[src/rtl/core/mkhid_pkg.sv]
`timescale 1ns / 1ps
// ----------------------------------------------------------------------------
// mkhid_pkg
// Shared types, register indexes, constants and the letter pattern table of
// the Morse key to HID keycode decoder.
// ----------------------------------------------------------------------------
package mkhid_pkg;

  localparam int CFG_IDX_W  = 8;
  localparam int CFG_DATA_W = 16;

  localparam logic [CFG_IDX_W-1:0] REG_DEBOUNCE_MIN = 8'd0;
  localparam logic [CFG_IDX_W-1:0] REG_DOT_LIMIT    = 8'd1;
  localparam logic [CFG_IDX_W-1:0] REG_DASH_LIMIT   = 8'd2;
  localparam logic [CFG_IDX_W-1:0] REG_GAP_MIN      = 8'd3;

  localparam logic [CFG_DATA_W-1:0] RST_DEBOUNCE_MIN = 16'd10;
  localparam logic [CFG_DATA_W-1:0] RST_DOT_LIMIT    = 16'd200;
  localparam logic [CFG_DATA_W-1:0] RST_DASH_LIMIT   = 16'd800;
  localparam logic [CFG_DATA_W-1:0] RST_GAP_MIN      = 16'd800;

  localparam logic [6:0] NO_MATCH_CHAR = 7'd63;
  localparam logic [6:0] LETTER_BASE   = 7'd65;
  localparam logic [4:0] KEY_BASE      = 5'd4;
  localparam logic [1:0] SHIFT_MOD     = 2'd2;
  localparam int         NUM_LETTERS   = 26;
  localparam int         MAX_PAT_LEN   = 4;

  // Symbol count and dash bits (bit i is symbol i) of the letters A to Z.
  localparam logic [2:0] PAT_LEN [NUM_LETTERS] = '{
    3'd2, 3'd4, 3'd4, 3'd3, 3'd1, 3'd4, 3'd3, 3'd4, 3'd2, 3'd4, 3'd3, 3'd4, 3'd2,
    3'd2, 3'd3, 3'd4, 3'd4, 3'd3, 3'd3, 3'd1, 3'd3, 3'd4, 3'd3, 3'd4, 3'd4, 3'd4
  };
  localparam logic [3:0] PAT_BITS [NUM_LETTERS] = '{
    4'd2, 4'd1, 4'd5, 4'd1, 4'd0, 4'd4, 4'd3, 4'd0, 4'd0, 4'd14, 4'd5, 4'd2, 4'd3,
    4'd1, 4'd7, 4'd6, 4'd11, 4'd2, 4'd0, 4'd1, 4'd4, 4'd8, 4'd6, 4'd9, 4'd13, 4'd3
  };

  typedef struct packed {
    logic [CFG_DATA_W-1:0] debounce_min;
    logic [CFG_DATA_W-1:0] dot_limit;
    logic [CFG_DATA_W-1:0] dash_limit;
    logic [CFG_DATA_W-1:0] gap_min;
  } cfg_t;

  typedef struct packed {
    logic key_pressed;
    logic func;
  } in_item_t;

  typedef struct packed {
    logic [1:0] modifier;
    logic [4:0] keycode;
    logic       matched;
    logic [6:0] letter;
  } result_t;

  // Looks a symbol pattern up in the letter table. The caller passes a length
  // of zero for anything that cannot be a letter.
  function automatic result_t decode_letter(input logic [2:0] len, input logic [3:0] bits);
    result_t r;
    logic    found;
    r.letter   = NO_MATCH_CHAR;
    r.matched  = 1'b0;
    r.keycode  = 5'd0;
    r.modifier = 2'd0;
    found      = 1'b0;
    for (int k = 0; k < NUM_LETTERS; k++) begin
      if (!found && len != 3'd0 && PAT_LEN[k] == len && PAT_BITS[k] == bits) begin
        found      = 1'b1;
        r.letter   = LETTER_BASE + 7'(k);
        r.matched  = 1'b1;
        r.keycode  = KEY_BASE + 5'(k);
        r.modifier = SHIFT_MOD;
      end
    end
    return r;
  endfunction

endpackage

[src/rtl/core/mkhid_cfg.sv]
`timescale 1ns / 1ps
// ----------------------------------------------------------------------------
// mkhid_cfg
// Threshold register file, written through the configuration channel.
// ----------------------------------------------------------------------------
module mkhid_cfg (
  input  logic                              clk,
  input  logic                              rst,
  input  logic                              cfg_valid,
  output logic                              cfg_ready,
  input  logic [mkhid_pkg::CFG_IDX_W-1:0]   cfg_index,
  input  logic [mkhid_pkg::CFG_DATA_W-1:0]  cfg_data,
  output mkhid_pkg::cfg_t                   cfg
);

  assign cfg_ready = 1'b1;

  always_ff @(posedge clk) begin
    if (rst) begin
      cfg.debounce_min <= mkhid_pkg::RST_DEBOUNCE_MIN;
      cfg.dot_limit    <= mkhid_pkg::RST_DOT_LIMIT;
      cfg.dash_limit   <= mkhid_pkg::RST_DASH_LIMIT;
      cfg.gap_min      <= mkhid_pkg::RST_GAP_MIN;
    end else if (cfg_valid) begin
      // Indexes beyond the register list are accepted and dropped.
      case (cfg_index)
        mkhid_pkg::REG_DEBOUNCE_MIN: cfg.debounce_min <= cfg_data;
        mkhid_pkg::REG_DOT_LIMIT:    cfg.dot_limit    <= cfg_data;
        mkhid_pkg::REG_DASH_LIMIT:   cfg.dash_limit   <= cfg_data;
        mkhid_pkg::REG_GAP_MIN:      cfg.gap_min      <= cfg_data;
        default: ;
      endcase
    end
  end

endmodule

[src/rtl/core/mkhid_in_reg.sv]
`timescale 1ns / 1ps
// ----------------------------------------------------------------------------
// mkhid_in_reg
// Input register that holds one tick or key edge item until the core takes it.
// ----------------------------------------------------------------------------
module mkhid_in_reg (
  input  logic                clk,
  input  logic                rst,
  input  logic                in_valid,
  output logic                in_ready,
  input  mkhid_pkg::in_item_t in_item,
  input  logic                advance,
  output logic                valid,
  output mkhid_pkg::in_item_t item
);

  assign in_ready = !valid || advance;

  always_ff @(posedge clk) begin
    if (rst) begin
      valid <= 1'b0;
    end else if (in_ready) begin
      valid <= in_valid;
    end
  end

  always_ff @(posedge clk) begin
    if (in_valid && in_ready) begin
      item <= in_item;
    end
  end

endmodule

[src/rtl/core/mkhid_core.sv]
`timescale 1ns / 1ps
// ----------------------------------------------------------------------------
// mkhid_core
// Key timing state, dot and dash classification, symbol store and letter
// decode. State moves when the held item is consumed.
// ----------------------------------------------------------------------------
module mkhid_core #(
  parameter int SYMBOL_SLOTS = 8,
  parameter int COUNT_WIDTH  = 16
) (
  input  logic                clk,
  input  logic                rst,
  input  mkhid_pkg::cfg_t     cfg,
  input  logic                valid,
  input  mkhid_pkg::in_item_t item,
  input  logic                advance,
  output logic                res_needed,
  output mkhid_pkg::result_t  result
);

  localparam int DEPTH = SYMBOL_SLOTS - 1;
  localparam int CNT_W = $clog2(SYMBOL_SLOTS);
  localparam int IDX_W = $clog2(DEPTH);
  localparam int CMP_W = (COUNT_WIDTH > mkhid_pkg::CFG_DATA_W) ?
                         COUNT_WIDTH : mkhid_pkg::CFG_DATA_W;

  logic                   key_down, key_down_next;
  logic [COUNT_WIDTH-1:0] press_ticks, press_ticks_next;
  logic [COUNT_WIDTH-1:0] release_ticks, release_ticks_next;
  logic [DEPTH-1:0]       symbol_store, symbol_store_next;
  logic [CNT_W-1:0]       symbol_count, symbol_count_next;

  logic [CMP_W-1:0] p_ext, r_ext, deb_ext, dot_ext, dash_ext, gap_ext;
  logic             is_dot, is_dash, room, gap_done, short_enough;
  logic [2:0]       pat_len;

  always_comb begin
    p_ext    = CMP_W'(press_ticks);
    r_ext    = CMP_W'(release_ticks);
    deb_ext  = CMP_W'(cfg.debounce_min);
    dot_ext  = CMP_W'(cfg.dot_limit);
    dash_ext = CMP_W'(cfg.dash_limit);
    gap_ext  = CMP_W'(cfg.gap_min);

    // The two windows are exclusive: a dash needs p at or above dot_limit.
    is_dot   = (p_ext >= deb_ext) && (p_ext < dot_ext);
    is_dash  = (p_ext >= dot_ext) && (p_ext <= dash_ext);
    room     = symbol_count < CNT_W'(DEPTH);
    gap_done = r_ext >= gap_ext;

    // Patterns longer than four symbols never name a letter.
    short_enough = (symbol_count != '0) && (symbol_count <= CNT_W'(mkhid_pkg::MAX_PAT_LEN));
    pat_len      = short_enough ? symbol_count[2:0] : 3'd0;
    result       = mkhid_pkg::decode_letter(pat_len, symbol_store[3:0]);

    res_needed = valid && item.func && item.key_pressed && gap_done;
  end

  always_comb begin
    key_down_next      = key_down;
    press_ticks_next   = press_ticks;
    release_ticks_next = release_ticks;
    symbol_store_next  = symbol_store;
    symbol_count_next  = symbol_count;
    if (!item.func) begin
      if (key_down) begin
        if (press_ticks != '1) press_ticks_next = press_ticks + 1'b1;
      end else begin
        if (release_ticks != '1) release_ticks_next = release_ticks + 1'b1;
      end
    end else if (item.key_pressed) begin
      if (gap_done) begin
        symbol_store_next = '0;
        symbol_count_next = '0;
      end
      release_ticks_next = '0;
      key_down_next      = 1'b1;
    end else begin
      if ((is_dot || is_dash) && room) begin
        symbol_store_next[symbol_count[IDX_W-1:0]] = is_dash;
        symbol_count_next = symbol_count + 1'b1;
      end
      press_ticks_next = '0;
      key_down_next    = 1'b0;
    end
  end

  always_ff @(posedge clk) begin
    if (rst) begin
      key_down      <= 1'b0;
      press_ticks   <= '0;
      release_ticks <= '0;
      symbol_store  <= '0;
      symbol_count  <= '0;
    end else if (advance) begin
      key_down      <= key_down_next;
      press_ticks   <= press_ticks_next;
      release_ticks <= release_ticks_next;
      symbol_store  <= symbol_store_next;
      symbol_count  <= symbol_count_next;
    end
  end

endmodule

[src/rtl/core/mkhid_out_reg.sv]
`timescale 1ns / 1ps
// ----------------------------------------------------------------------------
// mkhid_out_reg
// Result register on the master side; holds a decoded letter until taken.
// ----------------------------------------------------------------------------
module mkhid_out_reg (
  input  logic               clk,
  input  logic               rst,
  input  logic               load,
  input  mkhid_pkg::result_t result,
  output logic               free,
  output logic               m_tvalid,
  input  logic               m_tready,
  output logic [15:0]        m_tdata
);

  mkhid_pkg::result_t held;

  assign free    = !m_tvalid || m_tready;
  assign m_tdata = {1'b0, held};

  always_ff @(posedge clk) begin
    if (rst) begin
      m_tvalid <= 1'b0;
    end else if (free) begin
      m_tvalid <= load;
    end
  end

  always_ff @(posedge clk) begin
    if (load) begin
      held <= result;
    end
  end

endmodule

[src/rtl/core/morse_key_to_hid_keycode_top.sv]
`timescale 1ns / 1ps
// ----------------------------------------------------------------------------
// morse_key_to_hid_keycode_top
// Morse key timer and decoder that turns key presses into HID letter codes.
// ----------------------------------------------------------------------------
// The slave channel carries one event per transfer: tuser[0] is the kind
// (0 for a millisecond tick, 1 for a key edge) and tdata[0] tells whether the
// key went down on an edge. Ticks time the press or the gap; a release stores
// a dot or a dash, and a press after a long enough gap decodes the stored
// symbols and sends one result on the master channel.
// A decoding press goes through the input register, and its result is then
// loaded into the output register. Events are taken at one per cycle unless
// a result waits for the output register: one input register feeds the timing
// and decode logic, which feeds one output register.
// When the receiver stalls, the held result stays put; ticks and releases
// still flow, and the next decoding press waits in the input register until
// the output register empties.
// The configuration channel is always ready and writes a threshold register
// by index; unknown indexes are dropped. It is meant to be used while idle.
// Reset restores the default thresholds, releases the key, clears both
// counters and the symbol store, and empties both registers.
// ----------------------------------------------------------------------------
module morse_key_to_hid_keycode_top #(
  parameter int SYMBOL_SLOTS = 8,
  parameter int COUNT_WIDTH  = 16
) (
  input  logic                             clk,
  input  logic                             rst,
  input  logic                             s_tvalid,
  output logic                             s_tready,
  input  logic [7:0]                       s_tdata,   // [0] key_pressed, [7:1] zero
  input  logic [0:0]                       s_tuser,   // [0] func
  output logic                             m_tvalid,
  input  logic                             m_tready,
  output logic [15:0]                      m_tdata,   // [6:0] letter, [7] matched,
                                                      // [12:8] keycode, [14:13] modifier
  input  logic                             cfg_valid,
  output logic                             cfg_ready,
  input  logic [mkhid_pkg::CFG_IDX_W-1:0]  cfg_index,
  input  logic [mkhid_pkg::CFG_DATA_W-1:0] cfg_data
);

  mkhid_pkg::cfg_t     cfg;
  mkhid_pkg::in_item_t s_item;
  mkhid_pkg::in_item_t item;
  mkhid_pkg::result_t  result;
  logic                item_valid;
  logic                advance;
  logic                res_needed;
  logic                out_free;

  assign s_item.func        = s_tuser[0];
  assign s_item.key_pressed = s_tdata[0];

  // An event that yields no result never waits on the output side.
  assign advance = item_valid && (!res_needed || out_free);

  mkhid_cfg u_cfg (
    .clk       (clk),
    .rst       (rst),
    .cfg_valid (cfg_valid),
    .cfg_ready (cfg_ready),
    .cfg_index (cfg_index),
    .cfg_data  (cfg_data),
    .cfg       (cfg)
  );

  mkhid_in_reg u_in_reg (
    .clk      (clk),
    .rst      (rst),
    .in_valid (s_tvalid),
    .in_ready (s_tready),
    .in_item  (s_item),
    .advance  (advance),
    .valid    (item_valid),
    .item     (item)
  );

  mkhid_core #(
    .SYMBOL_SLOTS (SYMBOL_SLOTS),
    .COUNT_WIDTH  (COUNT_WIDTH)
  ) u_core (
    .clk        (clk),
    .rst        (rst),
    .cfg        (cfg),
    .valid      (item_valid),
    .item       (item),
    .advance    (advance),
    .res_needed (res_needed),
    .result     (result)
  );

  mkhid_out_reg u_out_reg (
    .clk      (clk),
    .rst      (rst),
    .load     (advance && res_needed),
    .result   (result),
    .free     (out_free),
    .m_tvalid (m_tvalid),
    .m_tready (m_tready),
    .m_tdata  (m_tdata)
  );

endmodule

[config.mk]
export PLATFORM = sky130hd
export DESIGN_NAME = morse_key_to_hid_keycode_top
export DESIGN_NICKNAME = d
export VERILOG_FILES = /design/src/rtl/core/mkhid_pkg.sv /design/src/rtl/core/mkhid_cfg.sv /design/src/rtl/core/mkhid_in_reg.sv /design/src/rtl/core/mkhid_core.sv /design/src/rtl/core/mkhid_out_reg.sv /design/src/rtl/core/morse_key_to_hid_keycode_top.sv
export SDC_FILE = /design/constraint.sdc
export NUM_CORES = 1
export LEC_CHECK = 0
export ABC_AREA = 1
export BUFFER_PORTS_ARGS = -buffer_cell sky130_fd_sc_hd__buf_2
export CORE_MARGIN = 2
export CORE_UTILIZATION = 34
export DETAILED_ROUTE_END_ITERATION = 6
export PLACE_DENSITY = 0.55
export SLEW_MARGIN = 15
export SYNTH_ARGS = -nofsm -noshare
export SYNTH_HDL_FRONTEND = slang
export SYNTH_HIERARCHICAL = 1
export SYNTH_SLANG_ARGS = --single-unit
[constraint.sdc]
create_clock -name clk -period 4.1 [get_ports clk]
set_input_delay 0.205 -clock clk [delete_from_list [all_inputs] [get_ports clk]]
set_output_delay 0.205 -clock clk [all_outputs]
set_load 0.02 [all_outputs]
== Yosys cells after proc, flatten, opt, wreduce, memory -nomap -nowiden ==
Cells that the tools add are included.
Cells by class
  add/subtract/negate cells: 3
  magnitude comparators: 9
  eq/ne operators: 25
  muxes and demuxes: 69
  reductions and logical operators: 142
Operators by type and width (number)
  2-to-1 mux 13 bit: 11
  2-to-1 mux 16 bit: 8
  2-to-1 mux 12 bit: 8
  logical AND 1 bit: 88
  >= comparator 16 bit: 3
  2-to-1 mux 11 bit: 4
  adder 16 x 1 -> 16 bit (second input constant): 2
  inequality test 16 bit (second input constant): 2
  logical NOT 1 bit: 28
  2-to-1 mux 1 bit: 27
  OR reduction 25 bit: 1
  2-to-1 mux 7 bit: 3
  == test 4 bit (first input constant): 5
  == test 3 x 4 -> 1 bit (first input constant): 4
  == test 8 x 2 -> 1 bit (second input constant): 2
  <= comparator 16 bit: 1
  < comparator 16 bit: 1
  2-to-1 mux 15 bit: 1
  OR reduction 14 bit: 1
  2-to-1 mux 3 bit: 4
  AND reduction 4 bit: 3
  OR reduction 11 bit: 1
  AND reduction 2 bit: 5
  2-to-1 mux 9 bit: 1
  other kinds (23): 34
Storage, ports and cells
  flip-flop bits (word level): 126
  bits of input ports: 38
  word-level logic and storage cells: 271

== Depth between registers and ports, before layout ==
Gate-level depths: netlist of the first run.
  word-level depth: 132
  mapped depth: 28

== By module ==
Netlist of the first run, hierarchy kept.
Modules (own cells, without submodules)
  mkhid_core: times used 1, cells each 657, area each 4282.9 µm²
  mkhid_cfg: times used 1, cells each 375, area each 2767.7 µm²
  mkhid_out_reg: times used 1, cells each 22, area each 504.2 µm²
  mkhid_in_reg: times used 1, cells each 8, area each 107.6 µm²
  morse_key_to_hid_keycode_top: times used 1, cells each 5, area each 25.0 µm²

== Worst setup path after synthesis of the first run ==
OpenSTA, ideal clock, no wires.
  path type: register to register
  from: reg u_core.release_ticks[0] (netlist: u_core/r_ext[0])
  to: reg u_core.press_ticks[15] (netlist: u_core/p_ext[15])
  library setup time: 0.119 ns
  arrival time: 3.303 ns
  setup slack: 0.678 ns
  stages on the path, launching flop included: 28
  path buffers: 0
  path through: dfxtp_1 -> inv_1 -> ha_1 -> inv_1 -> nand2_1 -> a21oi_1 -> o21ai_0 -> a21oi_1 -> o21bai_1 -> a31oi_1 -> o211ai_1 -> a21oi_1 -> o21ai_0 -> nand3_1 -> inv_1 -> a21oi_2 -> nand2_1 -> inv_1 -> a31oi_1 -> nor2_1 -> nand4_1 -> nor2_1 -> inv_1 -> nor3_1 -> nand3_1 -> inv_1 -> nand3_1 -> o221a_2
On the way
  longest elaborated chain between the ends: 6
RTL lines
  from (decl): line mkhid_core.sv:29  | logic [COUNT_WIDTH-1:0] release_ticks, release_ticks_next;
  from (signal assigned): line mkhid_core.sv:98  | release_ticks <= release_ticks_next;
  >= comparator 16 bit: line mkhid_core.sv:49  | gap_done = r_ext >= gap_ext;
  logical AND 1 bit: line mkhid_core.sv:56  | res_needed = valid && item.func && item.key_pressed && gap_done;
  net res_needed: line morse_key_to_hid_keycode_top.sv:49  | logic res_needed;
  logical NOT 1 bit: line morse_key_to_hid_keycode_top.sv:56  | assign advance = item_valid && (!res_needed || out_free);
  logical OR 1 bit: line morse_key_to_hid_keycode_top.sv:56
  logical AND 1 bit: line morse_key_to_hid_keycode_top.sv:56
  net advance: line morse_key_to_hid_keycode_top.sv:48  | logic advance;
  AND reduction 4 bit (no source line)
  to (signal assigned): line mkhid_core.sv:97  | press_ticks <= press_ticks_next;
  to (decl): line mkhid_core.sv:28  | logic [COUNT_WIDTH-1:0] press_ticks, press_ticks_next;
The timed path passes the listed nets, and every way through them passes these cells.
A chain may end at the register's enable or synchronous reset.

== Final worst setup path of the first run ==
Ends and elaborated chain as after synthesis.

==> impl_metrics.tcl, run 1 <==
set metrics [dict create \
    clock-sinks 123 \
    grt_pass1_wl_um 31750 \
    dp_slack_ps 171.6 \
    hold_viol_final 0 \
    htree_num_levels 4 \
    routed.top_layer "met4" \
    synth-main-ff-cell "dfxtp_1" \
    max_slew_margin_pct 43.89 \
    drt_wl_total_um 18760 \
    ir_drop_mv 0.2478 \
    max_freq_ghz 0.2655 \
    path_common_cell "inv_1" \
    ctsRootBufferMaster "clkbuf_16" \
    nNetsFinal 1214 \
    io_pins 57 \
    crit_family "compound AO/OA/AOI/OAI gates" \
    status "finished clean" \
    grt_pass1_vias 6480 \
    syn_nets 1174 \
    cts_buffer_depth 2 \
    path_buf_inv 6 \
    seqCellArea_mm2 0.002634 \
    yosysMostFrequentCell "nand2_1" \
    timing.setup.tns_ps 0 \
    cp.required_ps 4400 \
    die_h_um 154.4 \
    period_share_pct 91.86 \
    wl_met1_um 9219 \
    critPathLaunchType "flop" \
    areaGrowthSynthToFinish_pct 13.48 \
    fin_ws_ps 333.7 \
    dpl.hpwl_um 13520 \
    dr_wl_met2_um 8405 \
    num_rows 55 \
    cp.arrival_ps 4070 \
    cp_slowest_cell "dfxtp_2" \
    drt-vias-per-instance 4.903 \
    dr.pass1.iters 5 \
    worst_pin_slew_ps 841.6 \
    drtIter0Drc 346 \
    io_buffers 47 \
    syn_inst 1067 \
    multi_input_area_mm2 0.004169 \
    n_antenna_cell 0 \
    start_util_pct 34.27 \
    routedWlPerCell_um 13.35 \
    yosysWarnings 6 \
    clk_pin_slew_ps 60 \
    die-width_um 154.4 \
    skew_ps 9.968 \
    finalSetupViolations 0 \
    drv_slew 0 \
    synth_edf_count 17 \
    ys_ff_latch 123 \
    endpoint_kind "flop" \
    postRouteAntennaNets 0 \
    async_flop_share_pct 0 \
    clk-insertion-delay-late_ps 420 \
    routed-via-count 6889 \
    drcViolationCount 0 \
    power.density_mw_per_mm2 327.5 \
    netlist.area_leader.share_pct 27.60 \
    gp_congestion 0.9059 \
    die_area_mm2 0.02383 \
    post_synth.cell_area_avg_um2 7.205 \
    synth_top_area_cell "dfxtp_1" \
    cts_buffers 17 \
    fillers 2421 \
    post-route-util_pct 38.88 \
    yosysUniqueCellTypes 52 \
    placed_cell_area_mm2 0.008077 \
    criticalPathCategory "flop to flop" \
    drive_gt1_share_pct 12.86 \
    antenna_found_initial 0 \
    slowest_delay_ps 340 \
    ys_seq_area_share_pct 34.24 \
    p_leak_uw 0.003986 \
    grt_util_all_layers_pct 16.33 \
    fin_crit_ps 3766 \
    synth_area_leaders "dfxtp_1 (28%), ha_1 (11%), nand2_1 (8.4%)" \
    synth_common_cells "nand2_1 (173), inv_1 (166), nor2_1 (130)" \
    worstHoldPathType "input port to flop" \
    grt_max_degree 62 \
    whs_ps 74.98 \
    cts_tree "yes" \
    wl_met3_um 677 \
    synth_area_mm2 0.007687 \
    cp_max_fo 4 \
    core_area_mm2 0.02243 \
    grt_overflow_total 0 \
    design_area_mm2 0.008723 \
    max-cap-violations 0 \
]
## routing by layer
layer	global-route usage [%]	vias up
met5	0	-
li1	-	3586
met2	25.90	130
met4	6.261	0
met3	3.250	36
met1	22.00	3137
## what timing repair did
| action | CTS | global route |
|---|---|---|
| hold endpoints to repair | 2 | 0 |
| resized for setup | 0 | 13 |
| endpoints found under the setup margin | 0 | 8 |
| hold buffers | 2 | 0 |
| buffers inserted | 0 | 2 |
## through the flow
stage                     cells  power, µW
after floorplan            1067       1342
after global routing       1405       2973
after detailed placement   1369       1390
final                      1405       2857
after global placement     1369       1389
after CTS                  1403       2896
## registers in the layout, indices dropped and copies added (netlist names)
signal and count:
u_core/symbol_store 4, u_in_reg/item 2, u_cfg/cfg 64, u_in_reg/valid 1
u_core/symbol_count 3, u_core/p_ext 16, u_out_reg/m_tdata 15, u_core/r_ext 16
u_out_reg/m_tvalid 1, u_core/key_down 1
## worst min-delay path, delay by kind of cell
kind / cells / cell delay [ps]
buffers and inverters: 1 / 110
AND/OR/NAND/NOR: 2 / 140
## cells in the final DEF (no fill, tap or decap), drive strengths merged, types with 8 or more instances in the layout
cell type	instances
nand2	187
inv	175
nor2	141
nand3	111
dfxtp	106
a21oi	103
ha	69
buf	57
o21ai	24
nor3	23
nand4	21
clkbuf	17
edfxtp	17
clkinv	8
## final timing paths
check	slack, ps	start	end	cells after the start
hold reg to reg	460	u_cfg/cfg[5]	u_cfg/cfg[5]	2
setup reg to reg	330	u_core/r_ext[0]	u_core/p_ext[15]	27
setup / recovery	330	u_core/r_ext[0]	u_core/p_ext[15]	27
hold / removal	70	cfg_data[8]	u_cfg/cfg[8]	3
## final cells by class
cell class,instances,share of cell area [%]
clock buffers,17,4.877
clock inverters,15,1.736
inverters,175,7.530
multi-input cells,731,47.79
flip-flops and latches,123,30.19
well taps,285,4.088
repair buffers,59,3.787
## cells by family after synthesis
kind of cell             synth area share (%)
AND/OR/NAND/NOR                         29.61
buffers and inverters                   12.03
AO/OA/AOI/OAI                           12.52
flip-flops                              34.24
adder cells (fa/ha/maj)                 11.23
other                                  0.1465
XOR/XNOR                               0.2279
## where the power goes
group | internal, µW | switching, µW | total [µW] | leakage [µW]
clock | 892 | 597 | 1490 | 0.000269
sequential | 1230 | 5.87 | 1230 | 0.000986
combinational | 40.8 | 96.0 | 137 | 0.00273
total | 2160 | 699 | 2860 | 0.00399
(Power assumes the default switching activity.)
==> inputs of run 2 (changes only) <==
--- a/config.mk
+++ b/config.mk
@@ -12,3 +12,3 @@
 export DETAILED_ROUTE_END_ITERATION = 6
-export PLACE_DENSITY = 0.55
+export PLACE_DENSITY_LB_ADDON = 0.12
 export SLEW_MARGIN = 15
==> constraint.sdc (replaced) <==
create_clock -name clk -period 4.1 [get_ports clk]
set_input_delay 0.615 -clock clk [delete_from_list [all_inputs] [get_ports clk]]
set_output_delay 0.615 -clock clk [all_outputs]
set_load 0.02 [all_outputs]
==> run 2 against run 1 <==
Via count decreased by 1.3%; largest power group unchanged; worst hold slack better by 300 ps; critical endpoint unchanged; total power down 2.8%; largest cell class unchanged.
==> impl_metrics.tcl, run 2 (synthesis results as in run 1) <==
set metrics [dict create \
    cp.required_ps 4400 \
    timing.setup.tns_ps 0 \
    n_antenna_cell 0 \
    worstHoldPathType "input port to flop" \
    drt_wl_total_um 19500 \
    final_cell_mix "nand2_1 (172), inv_1 (164), nor2_1 (129)" \
    cts_tree "yes" \
    placed_cells_incl_taps 1370 \
    drcViolationCount 0 \
    fin_ws_ps 382.3 \
    rsz0062_at_grt "no" \
    routed-via-count 6799 \
    fin_crit_ps 3718 \
    drive_gt1_share_pct 12.50 \
    grt_overflow_total 0 \
    max_freq_ghz 0.2690 \
    p_leak_uw 0.003970 \
    crit_family "compound AO/OA/AOI/OAI gates" \
    postRouteAntennaNets 0 \
    post-route-util_pct 38.71 \
    worst_pin_slew_ps 942.0 \
    hold_viol_final 0 \
    period_share_pct 90.68 \
    seqCellArea_mm2 0.002633 \
    ir_drop_mv 0.1903 \
    regMostFlops "u_cfg/cfg" \
    grt_util_all_layers_pct 17.01 \
    largest_reg_flops 64 \
    path_common_cell "inv_1" \
    endpoint_kind "flop" \
    dpl.hpwl_um 14160 \
    stdcell_count 1405 \
    htree_num_levels 4 \
    busiest_layer "met2" \
    multi_input_area_mm2 0.004170 \
    core_area_mm2 0.02243 \
    skew_ps 5.193 \
    nNetsFinal 1214 \
    die_h_um 154.4 \
    die-width_um 154.4 \
    cts_buffers 17 \
    layout_commonest_cell "nand2_1" \
    clk_pin_slew_ps 60 \
    fillers 2442 \
    antenna_found_initial 0 \
    clock-sinks 123 \
    routedWlPerCell_um 13.88 \
    max_slew_margin_pct 37.05 \
    dp_slack_ps 117.3 \
    dr.pass1.iters 5 \
    grt_pass1_vias 6329 \
    status "finished clean" \
    path_buf_inv 6 \
    drv_slew 0 \
    drtIter0Drc 308 \
    critPathLaunchType "flop" \
    whs_ps 379.0 \
    r2r-start "u_core/r_ext[0]" \
    use_met2_pct 26.50 \
    cp_max_fo 4 \
    slowest_delay_ps 350 \
    max-cap-violations 0 \
    cp.arrival_ps 4020 \
    ctsRootBufferMaster "clkbuf_16" \
    drt-vias-per-instance 4.839 \
    grt.met1_usage_pct 24.34 \
    num_rows 55 \
    io_pins 57 \
    start_util_pct 34.27 \
    gp_congestion 0.8667 \
    io_buffers 47 \
    grt_max_degree 62 \
    criticalPathCategory "flop to flop" \
    die_area_mm2 0.02383 \
    cp_slowest_cell "dfxtp_1" \
    finalSetupViolations 0 \
    grt_pass1_wl_um 32440 \
    areaGrowthSynthToFinish_pct 12.97 \
    grt_util_met3_pct 2.606 \
    holdBufCountCts 0 \
    crit_start "u_core/r_ext[0]" \
    power.density_mw_per_mm2 319.7 \
    clk-insertion-delay-late_ps 410 \
    cts_buffer_depth 2 \
    worstHoldStart "s_tuser" \
]
-- run 2: power by group --
| group | internal (µW) | total [µW] | switching, µW |
|---|---|---|---|
| logic | 40.0 | 138 | 98.1 |
| clock network | 876 | 1410 | 531 |
| registers | 1230 | 1230 | 5.95 |
-- run 2: path summary, 6_finish.rpt --
path | depth (start not counted) | slack, ps | endpoint
max | 26 | 380 | u_core/p_ext[15]
min | 1 | 380 | u_in_reg/item[0]
max reg2reg | 26 | 380 | u_core/p_ext[15]
min reg2reg | 2 | 460 | u_cfg/cfg[49]
-- run 2: timing repair --
item,4_1_cts,5_1_grt
resized for setup,0,12
hold endpoints to repair,0,0
setup buffers,0,3
setup endpoints to repair,0,10
-- run 2: routing by layer --
| metal | share of wire [%] | wire (µm) | vias up |
|---|---|---|---|
| met4 | 1.2 | 242 | 0 |
| li1 | - | - | 3587 |
| met5 | 0 | 0 | - |
| met3 | 3.6 | 696 | 19 |
| met2 | 44 | 8493 | 134 |
| met1 | 52 | 10070 | 3059 |
-- run 2: layout make-up --
cell class / count / area share (%)
inverter: 175 / 7.564
clock inverter: 13 / 1.268
timing repair buffer: 59 / 3.746
clock buffer: 19 / 4.985
sequential: 123 / 30.31
tap: 285 / 4.106
multi-input combinational: 731 / 48.02
-- run 2: per-stage QoR --
step | instance area, µm² | power (µW)
after floorplan | 7687 | 1342
after global placement | 8084 | 1394
after detailed placement | 8084 | 1394
after CTS | 8627 | 2819
after global routing | 8685 | 2893
final | 8685 | 2777
